$ cat config.mk
export PLATFORM = sky130hd
export DESIGN_NAME = aigsh_fold
export DESIGN_NICKNAME = d
export VERILOG_FILES = /design/src/design/aigsh_pkg.sv /design/src/design/aigsh_fold.sv
export SDC_FILE = /design/constraint.sdc
export NUM_CORES = 1
export LEC_CHECK = 0
export BUFFER_PORTS_ARGS = -buffer_cell sky130_fd_sc_hd__buf_2
export CORE_ASPECT_RATIO = 1.5
export CORE_MARGIN = 5
export CORE_UTILIZATION = 39
export DETAILED_ROUTE_END_ITERATION = 16
export PLACE_DENSITY = 0.8
export SETUP_SLACK_MARGIN = 0.15
export SYNTH_ARGS = -nofsm -noshare
export SYNTH_HDL_FRONTEND = slang
export SYNTH_SLANG_ARGS = --single-unit
export TNS_END_PERCENT = 5
$ cat constraint.sdc
create_clock -name vclk -period 1.7
set_input_delay 0.085 -clock vclk [all_inputs]
set_output_delay 0.085 -clock vclk [all_outputs]
set_load 0.005 [all_outputs]
$ cat src/design/aigsh_pkg.sv
// Shared types and constants for the AIG structural hashing node builder.
package aigsh_pkg;

   localparam int unsigned LIT_W         = 11;
   localparam int unsigned KEY_W         = 2 * LIT_W;
   localparam int unsigned MAX_NODES_DEF = 1024;

   localparam logic [LIT_W-1:0] LIT_FALSE = 11'd0;
   localparam logic [LIT_W-1:0] LIT_TRUE  = 11'd1;

   localparam logic MODE_INPUT = 1'b0;
   localparam logic MODE_AND   = 1'b1;

   typedef enum logic [2:0] {
      ST_CLEAR,
      ST_IDLE,
      ST_DECODE,
      ST_PROBE,
      ST_DONE
   } state_type;

   // Outcome of the operand folding and ordering step.
   typedef struct packed {
      logic             folded;
      logic [LIT_W-1:0] lit;
      logic [KEY_W-1:0] key;
   } fold_type;

endpackage

$ cat src/design/aigsh_fold.sv
// Operand folding, ordering and pair-table hash for AND requests.
module aigsh_fold #(
   parameter int unsigned HASH_W = 11
) (
   input  logic [aigsh_pkg::LIT_W-1:0] lit_a,
   input  logic [aigsh_pkg::LIT_W-1:0] lit_b,
   output aigsh_pkg::fold_type         fold,
   output logic [HASH_W-1:0]           hash
);

   localparam int unsigned LIT_W = aigsh_pkg::LIT_W;
   localparam int unsigned KEY_W = aigsh_pkg::KEY_W;

   always_comb begin
      fold.folded = 1'b1;
      fold.lit    = aigsh_pkg::LIT_FALSE;
      fold.key    = (lit_a < lit_b) ? {lit_a, lit_b} : {lit_b, lit_a};
      if (lit_a == aigsh_pkg::LIT_FALSE || lit_b == aigsh_pkg::LIT_FALSE) begin
         fold.lit = aigsh_pkg::LIT_FALSE;
      end else if (lit_a == aigsh_pkg::LIT_TRUE) begin
         fold.lit = lit_b;
      end else if (lit_b == aigsh_pkg::LIT_TRUE || lit_a == lit_b) begin
         fold.lit = lit_a;
      end else if (lit_a[LIT_W-1:1] == lit_b[LIT_W-1:1]) begin
         // x AND NOT x
         fold.lit = aigsh_pkg::LIT_FALSE;
      end else begin
         fold.folded = 1'b0;
      end
   end

   // XOR fold of the key down to the table address width
   always_comb begin
      hash = '0;
      for (int i = 0; i < KEY_W; i++) begin
         hash[i % HASH_W] ^= fold.key[i];
      end
   end

endmodule

=== Yosys cells after proc, flatten, opt, wreduce, memory -nomap -nowiden ===
Cells that the tools add are included.

* Reduce and logical (&&, ||, !) cells: 4
* Bitwise operators: 11
* Order comparisons: 1
* Eq/ne operators: 4
* Multiplexer cells: 8

{| class="wikitable"
|+ Operators with widths
! cell !! number
|-
| $mux W11 || 3
|-
| $eq A11 B1 Y1 const B || 2
|-
| $logic_not A11 Y1 || 2
|-
| $mux W22 || 1
|-
| $eq A11 B11 Y1 || 1
|-
| $lt A11 B11 Y1 || 1
|-
| $xor A1 B1 Y1 || 11
|-
| $eq A10 B10 Y1 || 1
|-
| $mux W1 || 4
|-
| $logic_or A1 B1 Y1 || 2
|}

* Output and inout bits: 45
* Bits in registers: 0
* Input bits: 22

=== Depth between registers and ports, before layout ===
* Word-level depth: 5
* Gate-level depth with buffers: 7
* Depth with buffers taken out: 6

=== Least setup slack after synthesis ===
OpenSTA, ideal clock, no wires.

* Path type: input-to-output
* Start point: in lit_b[8] (netlist bit)
* End point: out fold[10] (netlist bit)
* Data arrival time: 1.619 ns
* Path slack: -0.004 ns
* Cell stages on the path: 7
* Path buffers: 1
* Path through: inv_1 ha_1 a211oi_2 nor2_1 a2111oi_4 buf_6 mux2_4

{| class="wikitable"
|+ RTL lines
! item !! RTL line !! RTL
|-
| from (decl) || aigsh_fold.sv:6 || <nowiki>input logic [aigsh_pkg::LIT_W-1:0] lit_b,</nowiki>
|-
| to (decl) || aigsh_fold.sv:7 || <nowiki>output aigsh_pkg::fold_type fold,</nowiki>
|}

==> flow_summary.toml <==
[yosys]
synth_seq_area_share = 0
synth_nets = 154
synth.area.top_cells = "sky130_fd_sc_hd__mux2_4 (29%), sky130_fd_sc_hd__ha_1 (15%), sky130_fd_sc_hd__inv_1 (9.7%)"
syn-instance-count = 121
synth_compound_area_frac = 0.237
synth_top_area_cell = "sky130_fd_sc_hd__mux2_4"
post_synth_xor_area_fraction = 0
synthTopCellsByCount = "sky130_fd_sc_hd__inv_1 (24), sky130_fd_sc_hd__mux2_4 (18), sky130_fd_sc_hd__a21oi_1 (12)"
area_share_of_fa_ha_maj_cells_after_synthesis = 0.147
synth-simple-area-share = 0.146
yosys_warnings = 0
synth_top_family_by_area = "multiplexers"
yosys.area.top_type_share = 0.290
syn-mean-instance-area_um2 = 7.71
yosys-mux-area-fraction = 0.335
post-synth-top-count-cell = "sky130_fd_sc_hd__inv_1"
post_synth_num_cell_types = 25
mappedNetlistArea_um2 = 933

[placement]
gp_routability_congestion = 0.883
placed_cells = 243
hpwlAfterDp_um = 3130
portBuffers = 67

[job]
number_of_maximum_capacitance_constraint_violations = 0

[floorplanning]
floorplan.initialDensity = 0.413
die_width_um = 49.9
site_row_count = 21
design.core.area_um2 = 2260
num_io_pins = 67
vertical_die_dimension_um = 69.9
die-area_um2 = 3490

[grt]
grt_pass1_vias = 1487
grt_antenna_before_repair = 0
grt_first_pass_wirelength_um = 6330
grt.overflow.total = 0
grt_max_degree = 12
groute.usage.overall = 0.212

[min_path]
worst_hold_path.endpoint = "hash[9]"
min_path_type = "in -> out"
whs_path_depth = 4
worst_hold_startpoint = "lit_a[9]"

[layout]
area_delta_synth_final_pct = 107
fillers = 120
design.final.nets = 259
final.clkbuf_count = 0
layout.sequential_cells = 0
ff_latch_area_um2 = 0
diodes = 0
final_instance_count_excl_fillers = 247
drive_gt1_frac = 0.696

[power_and_ir_drop]
power.clock.fraction = 0
total_switching_power_mw = 0.260
p_leak_nw = 1.02
power_frac_seq = 0
max-vdd-ir-drop_mv = 0.195
intPower_mw = 0.392
combinationalPowerShare = 1.000
netSwitchingFraction = 0.398
power-per-cell-area_nw_per_um2 = 337

[run_status]
run_status = "finished with violations"
violations = "negative setup slack"

[setup_path]
critical_path_peak_fanout = 7
timing.critical_path.from_type = "input port"
critical_path.endpoint_type = "output port"
arrival_ns = 1.89
worst_ep_required_time_ns = 1.62
setup_crit_path_kind = "in -> out"

[timing]
rsz_0062_raised_after_global_routing = "true"
worst_slew_margin_rel = 0.722
slew_viol_final = 0
tightest_slew_ns = 0.414
final-hold-violation-count = 0
maxClockFrequency_mhz = 506
fin_ws_ns = -0.277
final_critical_path_share_of_the_clock_period = 1.16
setup_viol = 33
minimum_clock_period_after_layout_ns = 1.98
fin_hold_ws_ns = 0.541

[route]
routedWlPerCell_um = 17.1
initialDrtViolationCount = 30
postRouteAntennaNets = 0
dr_total_vias = 1397
vias_per_cell = 5.66
totalWireLength_um = 4240
number_of_search_and_repair_iterations_in_the_first_detailed_routing_pass = 4
drc = 0
==> cells in the final DEF (no fill, tap or decap), types with 2 or more instances in the layout <==
| master | Yosys | final |
|---|---|---|
| sky130_fd_sc_hd__a211oi_2 | 2 | 2 |
| sky130_fd_sc_hd__a21oi_1 | 12 | 11 |
| sky130_fd_sc_hd__a21oi_4 | 0 | 2 |
| sky130_fd_sc_hd__and4_1 | 2 | 2 |
| sky130_fd_sc_hd__buf_2 | 1 | 41 |
| sky130_fd_sc_hd__buf_4 | 0 | 40 |
| sky130_fd_sc_hd__buf_6 | 2 | 25 |
| sky130_fd_sc_hd__buf_8 | 0 | 2 |
| sky130_fd_sc_hd__ha_4 | 0 | 10 |
| sky130_fd_sc_hd__inv_1 | 24 | 15 |
| sky130_fd_sc_hd__inv_2 | 0 | 6 |
| sky130_fd_sc_hd__inv_4 | 0 | 3 |
| sky130_fd_sc_hd__mux2_4 | 18 | 20 |
| sky130_fd_sc_hd__mux2i_1 | 2 | 2 |
| sky130_fd_sc_hd__nand2_1 | 11 | 11 |
| sky130_fd_sc_hd__nand3_1 | 3 | 3 |
| sky130_fd_sc_hd__nand4_1 | 2 | 2 |
| sky130_fd_sc_hd__nor2_1 | 3 | 3 |
| sky130_fd_sc_hd__nor4_1 | 5 | 4 |
| sky130_fd_sc_hd__o21ai_0 | 11 | 4 |
| sky130_fd_sc_hd__o21ai_1 | 0 | 7 |
==> per-stage QoR <==
step | area (um2) | total power, mW | setup slack, ns | utilization | setup TNS [ns]
after floorplan | 1070 | 0.271 | 0.0801 | - | 0
final | 1930 | 0.652 | -0.277 | 0.855 | -5.95
after global routing | 1930 | 0.697 | -0.355 | 0.855 | -8.91
after detailed placement | 1670 | 0.512 | -0.248 | 0.741 | -5.25
after CTS | 1820 | 0.595 | -0.229 | 0.804 | -4.88
after global placement | 1670 | 0.494 | -0.190 | 0.741 | -3.67
==> cells by family (layout without fill, tap and decap cells) <==
logic type,Yosys count,after routing
compound gates,32,32
fa+ha+maj,11,11
buf+inv,29,132
mux,22,22
simple gates,27,27
==> power groups by stage <==
| stage | Clock, mW | Combinational, mW | Sequential, mW |
|---|---|---|---|
| after floorplan | 0 | 0.271 | 0 |
| final | 0 | 0.652 | 0 |
| after global placement | 0 | 0.494 | 0 |
| after CTS | 0 | 0.595 | 0 |
| after detailed placement | 0 | 0.512 | 0 |
| after global routing | 0 | 0.697 | 0 |
==> per-layer routing <==
layer	up-vias	track usage	wire (um)
met2	87	0.441	2490
met1	656	0.204	1290
met4	0	0.0525	125
met5	-	0	0
li1	639	-	-
met3	15	0.0255	332
==> worst max-delay path, cell delays in order <==
cell and delay, ns:
sky130_fd_sc_hd__buf_6 0.10, sky130_fd_sc_hd__inv_4 0.05, sky130_fd_sc_hd__ha_4 0.20, sky130_fd_sc_hd__nand4_1 0.19, sky130_fd_sc_hd__buf_4 0.15, sky130_fd_sc_hd__inv_2 0.03, sky130_fd_sc_hd__a2111oi_4 0.29, sky130_fd_sc_hd__buf_4 0.21
sky130_fd_sc_hd__buf_8 0.14, sky130_fd_sc_hd__mux2_4 0.31, sky130_fd_sc_hd__buf_6 0.12
==> how the worst max path moves through the flow <==
stage / from / end / slack, ns
floorplan: lit_b[6] / fold[10] / 0.08
global placement: lit_a[6] / fold[13] / -0.19
detailed placement: lit_a[6] / fold[13] / -0.25
CTS: lit_b[8] / fold[6] / -0.23
global route: lit_b[9] / fold[13] / -0.35
finish: lit_b[9] / fold[13] / -0.28
==> what timing repair did <==
action / in CTS / in global routing
cloned: 0 / 1
setup buffers: 0 / 3
pin swaps: 5 / 15
gates resized for setup: 29 / 25
endpoints found under the setup margin: 33 / 34
hold buffers: 0 / 0
==> layout make-up <==
cell class | count | area, um2 | area share
multi-input cells | 92 | 988 | 0.512
repair buffers | 108 | 817 | 0.423
inverters | 24 | 97.6 | 0.0505
well taps | 23 | 28.8 | 0.0149
Note: power is estimated with default switching activity, not from simulation.
