### config.mk
export PLATFORM = sky130hd
export DESIGN_NAME = aigsh_ram
export DESIGN_NICKNAME = d
export VERILOG_FILES = /design/src/design/aigsh_ram.sv
export SDC_FILE = /design/constraint.sdc
export NUM_CORES = 1
export LEC_CHECK = 0
export BUFFER_PORTS_ARGS = -buffer_cell sky130_fd_sc_hd__buf_4
export CORE_ASPECT_RATIO = 1.4
export CORE_MARGIN = 4
export CORE_UTILIZATION = 45
export CTS_CLUSTER_DIAMETER = 150
export CTS_CLUSTER_SIZE = 40
export DETAILED_ROUTE_END_ITERATION = 12
export MAX_ROUTING_LAYER = met4
export PLACE_DENSITY_LB_ADDON = 0.12
export SYNTH_ARGS = -nofsm -noshare
export SYNTH_HDL_FRONTEND = slang
export SYNTH_SLANG_ARGS = --single-unit
### constraint.sdc
create_clock -name clock -period 2.5 [get_ports clock]
set_input_delay 0.375 -clock clock [delete_from_list [all_inputs] [get_ports clock]]
set_output_delay 0.375 -clock clock [all_outputs]
set_load 0.05 [all_outputs]
### src/design/aigsh_ram.sv
// Generic simple dual-port RAM with registered read.
module aigsh_ram #(
   parameter int unsigned WIDTH = 8,
   parameter int unsigned DEPTH = 16
) (
   input  logic                     clock,
   input  logic                     we,
   input  logic [$clog2(DEPTH)-1:0] waddr,
   input  logic [WIDTH-1:0]         wdata,
   input  logic                     re,
   input  logic [$clog2(DEPTH)-1:0] raddr,
   output logic [WIDTH-1:0]         rdata
);

   logic [WIDTH-1:0] mem [DEPTH];

   always_ff @(posedge clock) begin
      if (we) begin
         mem[waddr] <= wdata;
      end
      if (re) begin
         rdata <= mem[raddr];
      end
   end

endmodule

# ---- Word level (Yosys, flattened, before mapping)
# Memory sizes are Yosys's and may differ from the RTL's. A register that Yosys moved wholly into a read port is not among the register bits.
# Index checks and enable logic that the tools add are counted.
dict set report classes {
  n_mux 2
}
# op count
set ops {}
lappend ops {{1-bit 2-to-1 mux} 2}
dict set report totals {
  memories 1
  inputBits 19
  word_cells 3
  register_bits 0
  output_inout_bits 8
  ramBits 128
}
# name words word_bits rd rd_clocked_by_memory_dff write_ports line_no
set mem_list {}
lappend mem_list {mem 16 8 1 1 1 15} ;# logic [WIDTH-1:0] mem [DEPTH];

# ---- Longest topological paths before layout
# Gate-level depths: netlist of run 1.
dict set report logic_depth {
  depth_word 2
  depth_mapped 5
}

# ---- Worst setup path after synthesis of run 1
# No wires, ideal clock.
dict set report synth_path {
  path_kind {input to register}
  from {input waddr[2]}
  to {memory mem[0][0] (enable)}
  cell_stages 2
  t_arrival_ps 1485
  t_required_ps 2117
  path_buffers 0
  setup_slack_ps 632
  cell_sequence {or3b_2 > nor3_1}
}
# item line_no
set synth_lines {}
lappend synth_lines {{from (decl)} 8} ;# input logic [$clog2(DEPTH)-1:0] waddr,
lappend synth_lines {{to (decl)} 15}
# Straight into the memory's write port.

==> impl_metrics.tcl, run 1 <==
set metrics [dict create \
    grt_pass1_wl_mm 15.45 \
    fin_setup_tns_ps 0 \
    synth-seq-cells 136 \
    crit_buf_inv 2 \
    antenna_cells 0 \
    cp-end-kind "flop" \
    ys_seq_area_frac 0.7812 \
    hold_buffers 0 \
    numCtsBuffers 17 \
    dp_hpwl_mm 6.603 \
    holdPathStages 1 \
    antenna_found_initial 0 \
    use_met3 0.04328 \
    synth_fp_nets 248 \
    ff2ff_path_depth 3 \
    clock_latency_ps 400 \
    cap_violations 0 \
    syn_inst 229 \
    hold_viol_final 0 \
    setup_viol 0 \
    hold_path.class "input pin to flop" \
    drtIter0Drc 125 \
    syn_to_final_growth_pct 22.33 \
    drcViolationCount 0 \
    worst-slew-pin-transition_ps 803.5 \
    fmax_mhz 651.5 \
    required_ps 2640 \
    relSlewSlack 0.4633 \
    cts_tree "done" \
    wire_per_inst_um 22.93 \
    status "completed" \
    critPathTopFamily "multiplexers" \
    globalRouteMet1Util 0.2068 \
    grtUsageMet2 0.2777 \
    cp_cell_sequence "buf_4, buf_12, mux4_1, a22oi_1, nand2_1" \
    fin_skew_ps 3.532 \
    track_usage 0.1675 \
    clkSinkCount 136 \
    grt_overflow 0 \
    design_area_um2 6395 \
    die_w_um 99.09 \
    crit_cells 5 \
    finalNetCount 301 \
    final_cell_mix "136 x edfxtp_1, 43 x buf_4, 18 x mux4_2, 17 x clkbuf_16, 16 x a22oi_1" \
    core_um2 11340 \
    via_per_inst 5.467 \
    numPortBuffers 26 \
    leakage_nw 2.187 \
    rsz0062_at_grt "no" \
    min_period_ps 1535 \
    io_pins 27 \
    critical_path_peak_fanout 32 \
    finalPower_mw 5.897 \
    syn_area_per_cell_um2 22.83 \
    layout_commonest_cell "edfxtp_1" \
    nFillCells 828 \
    clockBufferDepth 2 \
    ys_types 18 \
    fp.dieH_um 135.5 \
    vdd_drop_max_mv 0.5026 \
    drv_slew 0 \
    wirelength_mm 10.07 \
    p_per_area_nw_per_um2 922.1 \
    start_util 0.4610 \
    cts_root_buf "clkbuf_16" \
    post_dp_cell_area_um2 5664 \
    period_share 0.6140 \
    crit_path_max_incr_delay_ps 590 \
    path_class "input pin to flop" \
    clk_pin_slew_ps 50 \
    worst_setup_path_start_kind "input pin" \
    gp_congestion 0.7337 \
    die-area_um2 13430 \
    grt_pass1_vias 2600 \
    grt_busiest_layer "met2" \
    layout-drive-gt1-share 0.3153 \
    syn-cell-area_um2 5228 \
    num_vias 2400 \
    ant_nets 0 \
    h-tree-depth 4 \
    drt_first_pass_iters 4 \
    cp_slowest_cell "mux4_1" \
    post_cts_resized 0 \
    cts_setup_buffers 0 \
    crit_arrival_ps 1680 \
    yosysWarnings 0 \
    placementRows 46 \
    grt_max_degree 33 \
]
-- area by class of cell --
| class | count | area [um2] | area share |
|---|---|---|---|
| timing repair buffer | 44 | 342.8 | 0.05361 |
| sequential | 136 | 4084 | 0.6386 |
| clock inverter | 13 | 297.8 | 0.04657 |
| multi-input combinational | 83 | 1057 | 0.1653 |
| clock buffer | 19 | 432.9 | 0.06770 |
| tap | 144 | 180.2 | 0.02817 |
-- path summary, 6_finish.rpt --
kind	startpoint	endpoint	slack, ps
max	raddr[0]	rdata[2]	960
max reg2reg	mem[9][2]	rdata[2]	1020
min reg2reg	mem[13][4]	rdata[4]	750
min	wdata[7]	mem[4][7]	280
-- power by group --
part	switching (mW)	internal, mW	leakage [nW]
Clock	0.861	2.17	0.355
Combinational	0.167	0.112	0.596
Sequential	0.0149	2.57	1.24
Total	1.04	4.85	2.19
-- through the flow --
step	std cells	utilization	hold WS, ps	setup WS, ps
after global routing	439	0.5640	280.6	878.0
after floorplan	229	-	473.9	632.1
final	439	0.5640	276.8	965.0
after detailed placement	407	0.4996	692.5	522.5
after global placement	407	0.4996	684.5	514.1
after CTS	439	0.5640	270.2	947.1
-- logic make-up after synthesis --
| kind of cell | count (synthesis) | synth area share |
|---|---|---|
| flip-flops | 136 | 0.7812 |
| AND/OR/NAND/NOR | 35 | 0.03136 |
| multiplexers | 32 | 0.1479 |
| AO/OA/AOI/OAI | 16 | 0.02298 |
| buffers and inverters | 10 | 0.01651 |
-- synthesized netlist by cell type --
cell type / count / area (um2)
edfxtp_1: 136 / 4084
mux4_2: 18 / 405.4
a22oi_1: 16 / 120.1
mux4_1: 14 / 367.9
nor2_1: 13 / 48.80
nand2_1: 9 / 33.78
nor3_1: 4 / 20.02
buf_2: 3 / 15.01
buf_6: 3 / 33.78
clkdlybuf4s25_2: 3 / 30.03
nand2b_1: 2 / 12.51
nand3b_1: 2 / 15.01
and2_1: 1 / 6.260
and2b_1: 1 / 7.510
buf_4: 1 / 7.510
nand3_1: 1 / 5.000
nor2b_1: 1 / 6.260
or3b_2: 1 / 8.760
-- flip-flops by register name, summed over array words and instances (netlist names) --
signal and count:
mem 128, rdata 8
-- routing by layer --
metal | routed length, um | part of all wire
met5 | 0 | 0
met4 | 62 | 0.0062
met3 | 301 | 0.030
met2 | 5380 | 0.53
met1 | 4323 | 0.43
Note: power is estimated with default switching activity, not from simulation.
==> run 2, diff against run 1 <==
--- a/config.mk
+++ b/config.mk
@@ -5,6 +5,7 @@
 export SDC_FILE = /design/constraint.sdc
 export NUM_CORES = 1
 export LEC_CHECK = 0
+export ABC_AREA = 1
 export BUFFER_PORTS_ARGS = -buffer_cell sky130_fd_sc_hd__buf_4
 export CORE_ASPECT_RATIO = 1.4
 export CORE_MARGIN = 4
==> constraint.sdc (replaced) <==
create_clock -name clock -period 1.3 [get_ports clock]
set_input_delay 0.195 -clock clock [delete_from_list [all_inputs] [get_ports clock]]
set_output_delay 0.195 -clock clock [all_outputs]
set_load 0.05 [all_outputs]
==> run 2 against run 1 <==
Against the previous run: sequential share of layout area fell by 4.4 points; critical endpoint is now rdata[0]; core utilization fell by 2.8 points; largest cell class unchanged; highest routed layer unchanged; first-iteration DRC count rose by 73%.
==> impl_metrics.tcl, run 2 <==
set metrics [dict create \
    min_period_ps 1215 \
    synthTopCellsByArea "edfxtp_1 70%, nand2_1 11%, nand3_1 8.3%" \
    yosysTopAreaCellShare 0.6985 \
    cp-end-kind "output port" \
    finalNetCount 616 \
    numPortBuffers 26 \
    die-area_um2 14910 \
    setup_viol 0 \
    critical_path_peak_fanout 1 \
    period_share 0.9349 \
    grt_overflow 0 \
    post_dp_cell_area_um2 6292 \
    final_cells 763 \
    clockBufferDepth 2 \
    track_usage 0.2002 \
    die_w_um 104.3 \
    combPwrFrac 0.069 \
    synth_fa_ha_area_frac 0 \
    hold_buffers 0 \
    r2r_slack_ps 150 \
    fmax_mhz 822.8 \
    hold_viol_final 0 \
    pwr-share-clk 0.451 \
    crit_buf_inv 1 \
    drt_first_pass_iters 5 \
    yosys.area.top_type "edfxtp_1" \
    synth_ff_type "edfxtp_1" \
    p_sw_frac 0.2138 \
    synth.area.mux_share 0 \
    largest_reg_flops 128 \
    antenna_cells 0 \
    synth_top_family_by_area "simple AND/OR/NAND/NOR gates" \
    ys_types 11 \
    start_util 0.4563 \
    drv_slew 0 \
    fp.dieH_um 142.9 \
    synthMostInstantiatedCell "nand2_1" \
    finish.utilization 0.5356 \
    synth_compound_area_frac 0 \
    p_per_area_nw_per_um2 1509 \
    fin_skew_ps 7.997 \
    synth_commonest_cells "173 x nand2_1, 136 x edfxtp_1, 100 x inv_1" \
    cts_setup_buffers 0 \
    placementRows 49 \
    required_ps 1110 \
    layout-drive-gt1-share 0.1295 \
    p_sw_mw 2.214 \
    yosys.area_share.simple 0.2076 \
    path_class "flop to output port" \
    clk_pin_slew_ps 60 \
    ys_seq_area_frac 0.6985 \
    syn_to_final_growth_pct 17.38 \
    wirelength_mm 13.77 \
    synth-seq-cells 136 \
    crit_path_max_incr_delay_ps 400 \
    cp_cell_sequence "buf_4" \
    clock_latency_ps 410 \
    h-tree-depth 4 \
    cap_violations 0 \
    nFillCells 1114 \
    critPathTopFamily "flip-flops" \
    antenna_found_initial 0 \
    pwr-share-seq 0.480 \
    numCtsBuffers 17 \
    final_cell_mix "173 x nand2_1, 136 x edfxtp_1, 100 x inv_1, 97 x nand3_1, 48 x buf_4" \
    io_pins 27 \
    vdd_drop_max_mv 0.7861 \
    wire_per_inst_um 18.05 \
    syn_inst 551 \
    grt_max_degree 39 \
    status "completed" \
    post_cts_resized 0 \
    dp_hpwl_mm 8.833 \
    via_per_inst 5.098 \
    crit_arrival_ps 1020 \
    rsz0062_at_grt "no" \
    hold_path.class "input pin to flop" \
    async_flop_share 0 \
    cp_slowest_cell "edfxtp_1" \
    drcViolationCount 0 \
    relSlewSlack 0.5940 \
    synth_xor_xnor_area_share 0 \
    gp_congestion 0.9525 \
    dp.cells 731 \
    syn_area_per_cell_um2 10.61 \
    cts_root_buf "clkbuf_16" \
    grt_pass1_wl_mm 21.48 \
    layout_commonest_cell "nand2_1" \
    num_vias 3890 \
    layout_setup_ws_ps 84.63 \
    synth_fp_nets 570 \
    cts_tree "done" \
    worst_setup_path_start_kind "flop" \
    ant_nets 0 \
    design_area_um2 6863 \
    synth_edf_count 136 \
    finalPower_mw 10.35 \
    detailedPlace.worstSlack_ps -157.3 \
    power.internal_mw 8.140 \
    yosysWarnings 0 \
    reg_top3 "mem (128), rdata (8)" \
    largest-register "mem" \
    worst-slew-pin-transition_ps 608.1 \
    clkSinkCount 136 \
    drtIter0Drc 216 \
    syn-cell-area_um2 5847 \
    core_um2 12810 \
    leakage_nw 2.975 \
    grt_pass1_vias 3794 \
]
run 2: cell families after synthesis:
family | after synthesis
buf+inv | 126
flops | 136
simple gates | 289
run 2: path summary, 6_finish.rpt:
| path | start | endpoint | depth (start not counted) |
|---|---|---|---|
| worst max-delay path | rdata[0] | rdata[0] | 1 |
| worst min-delay path | re | rdata[2] | 1 |
| worst max register to register | mem[6][6] | rdata[6] | 6 |
| worst min register to register | mem[10][0] | rdata[0] | 6 |
run 2: final cells by class:
class	instances	area [um2]	area share
clock buffer	21	440.4	0.06417
sequential	136	4084	0.5951
timing repair buffer	51	420.4	0.06126
multi-input combinational	289	1214	0.1768
inverter	102	382.9	0.05579
tap	153	191.4	0.02789
clock inverter	11	130.1	0.01896
run 2: through the flow:
stage | hold slack [ps] | setup TNS [ps]
2_1_floorplan | 293.9 | 0
3_3_place_gp | 509.2 | -970.8
3_5_place_dp | 519.9 | -1014
4_1_cts | 89.72 | 0
5_1_grt | 97.14 | 0
6_report | 104.3 | 0
run 2: power by group through the flow:
stage                     combinational [mW]  clock, mW  sequential, mW
after global routing                   0.782       4.96            4.98
after CTS                              0.722       4.74            4.97
after global placement                 0.718          0            5.06
after floorplan                        0.346          0            5.13
final                                  0.712       4.67            4.97
after detailed placement               0.719          0            5.06
run 2: layer usage:
metal,routed length [um],track usage,vias up
li1,-,-,1870
met1,5747,0.2419,1890
met2,6978,0.3342,113
met3,741,0.04523,17
met4,302,0.06723,0
met5,0,-,-
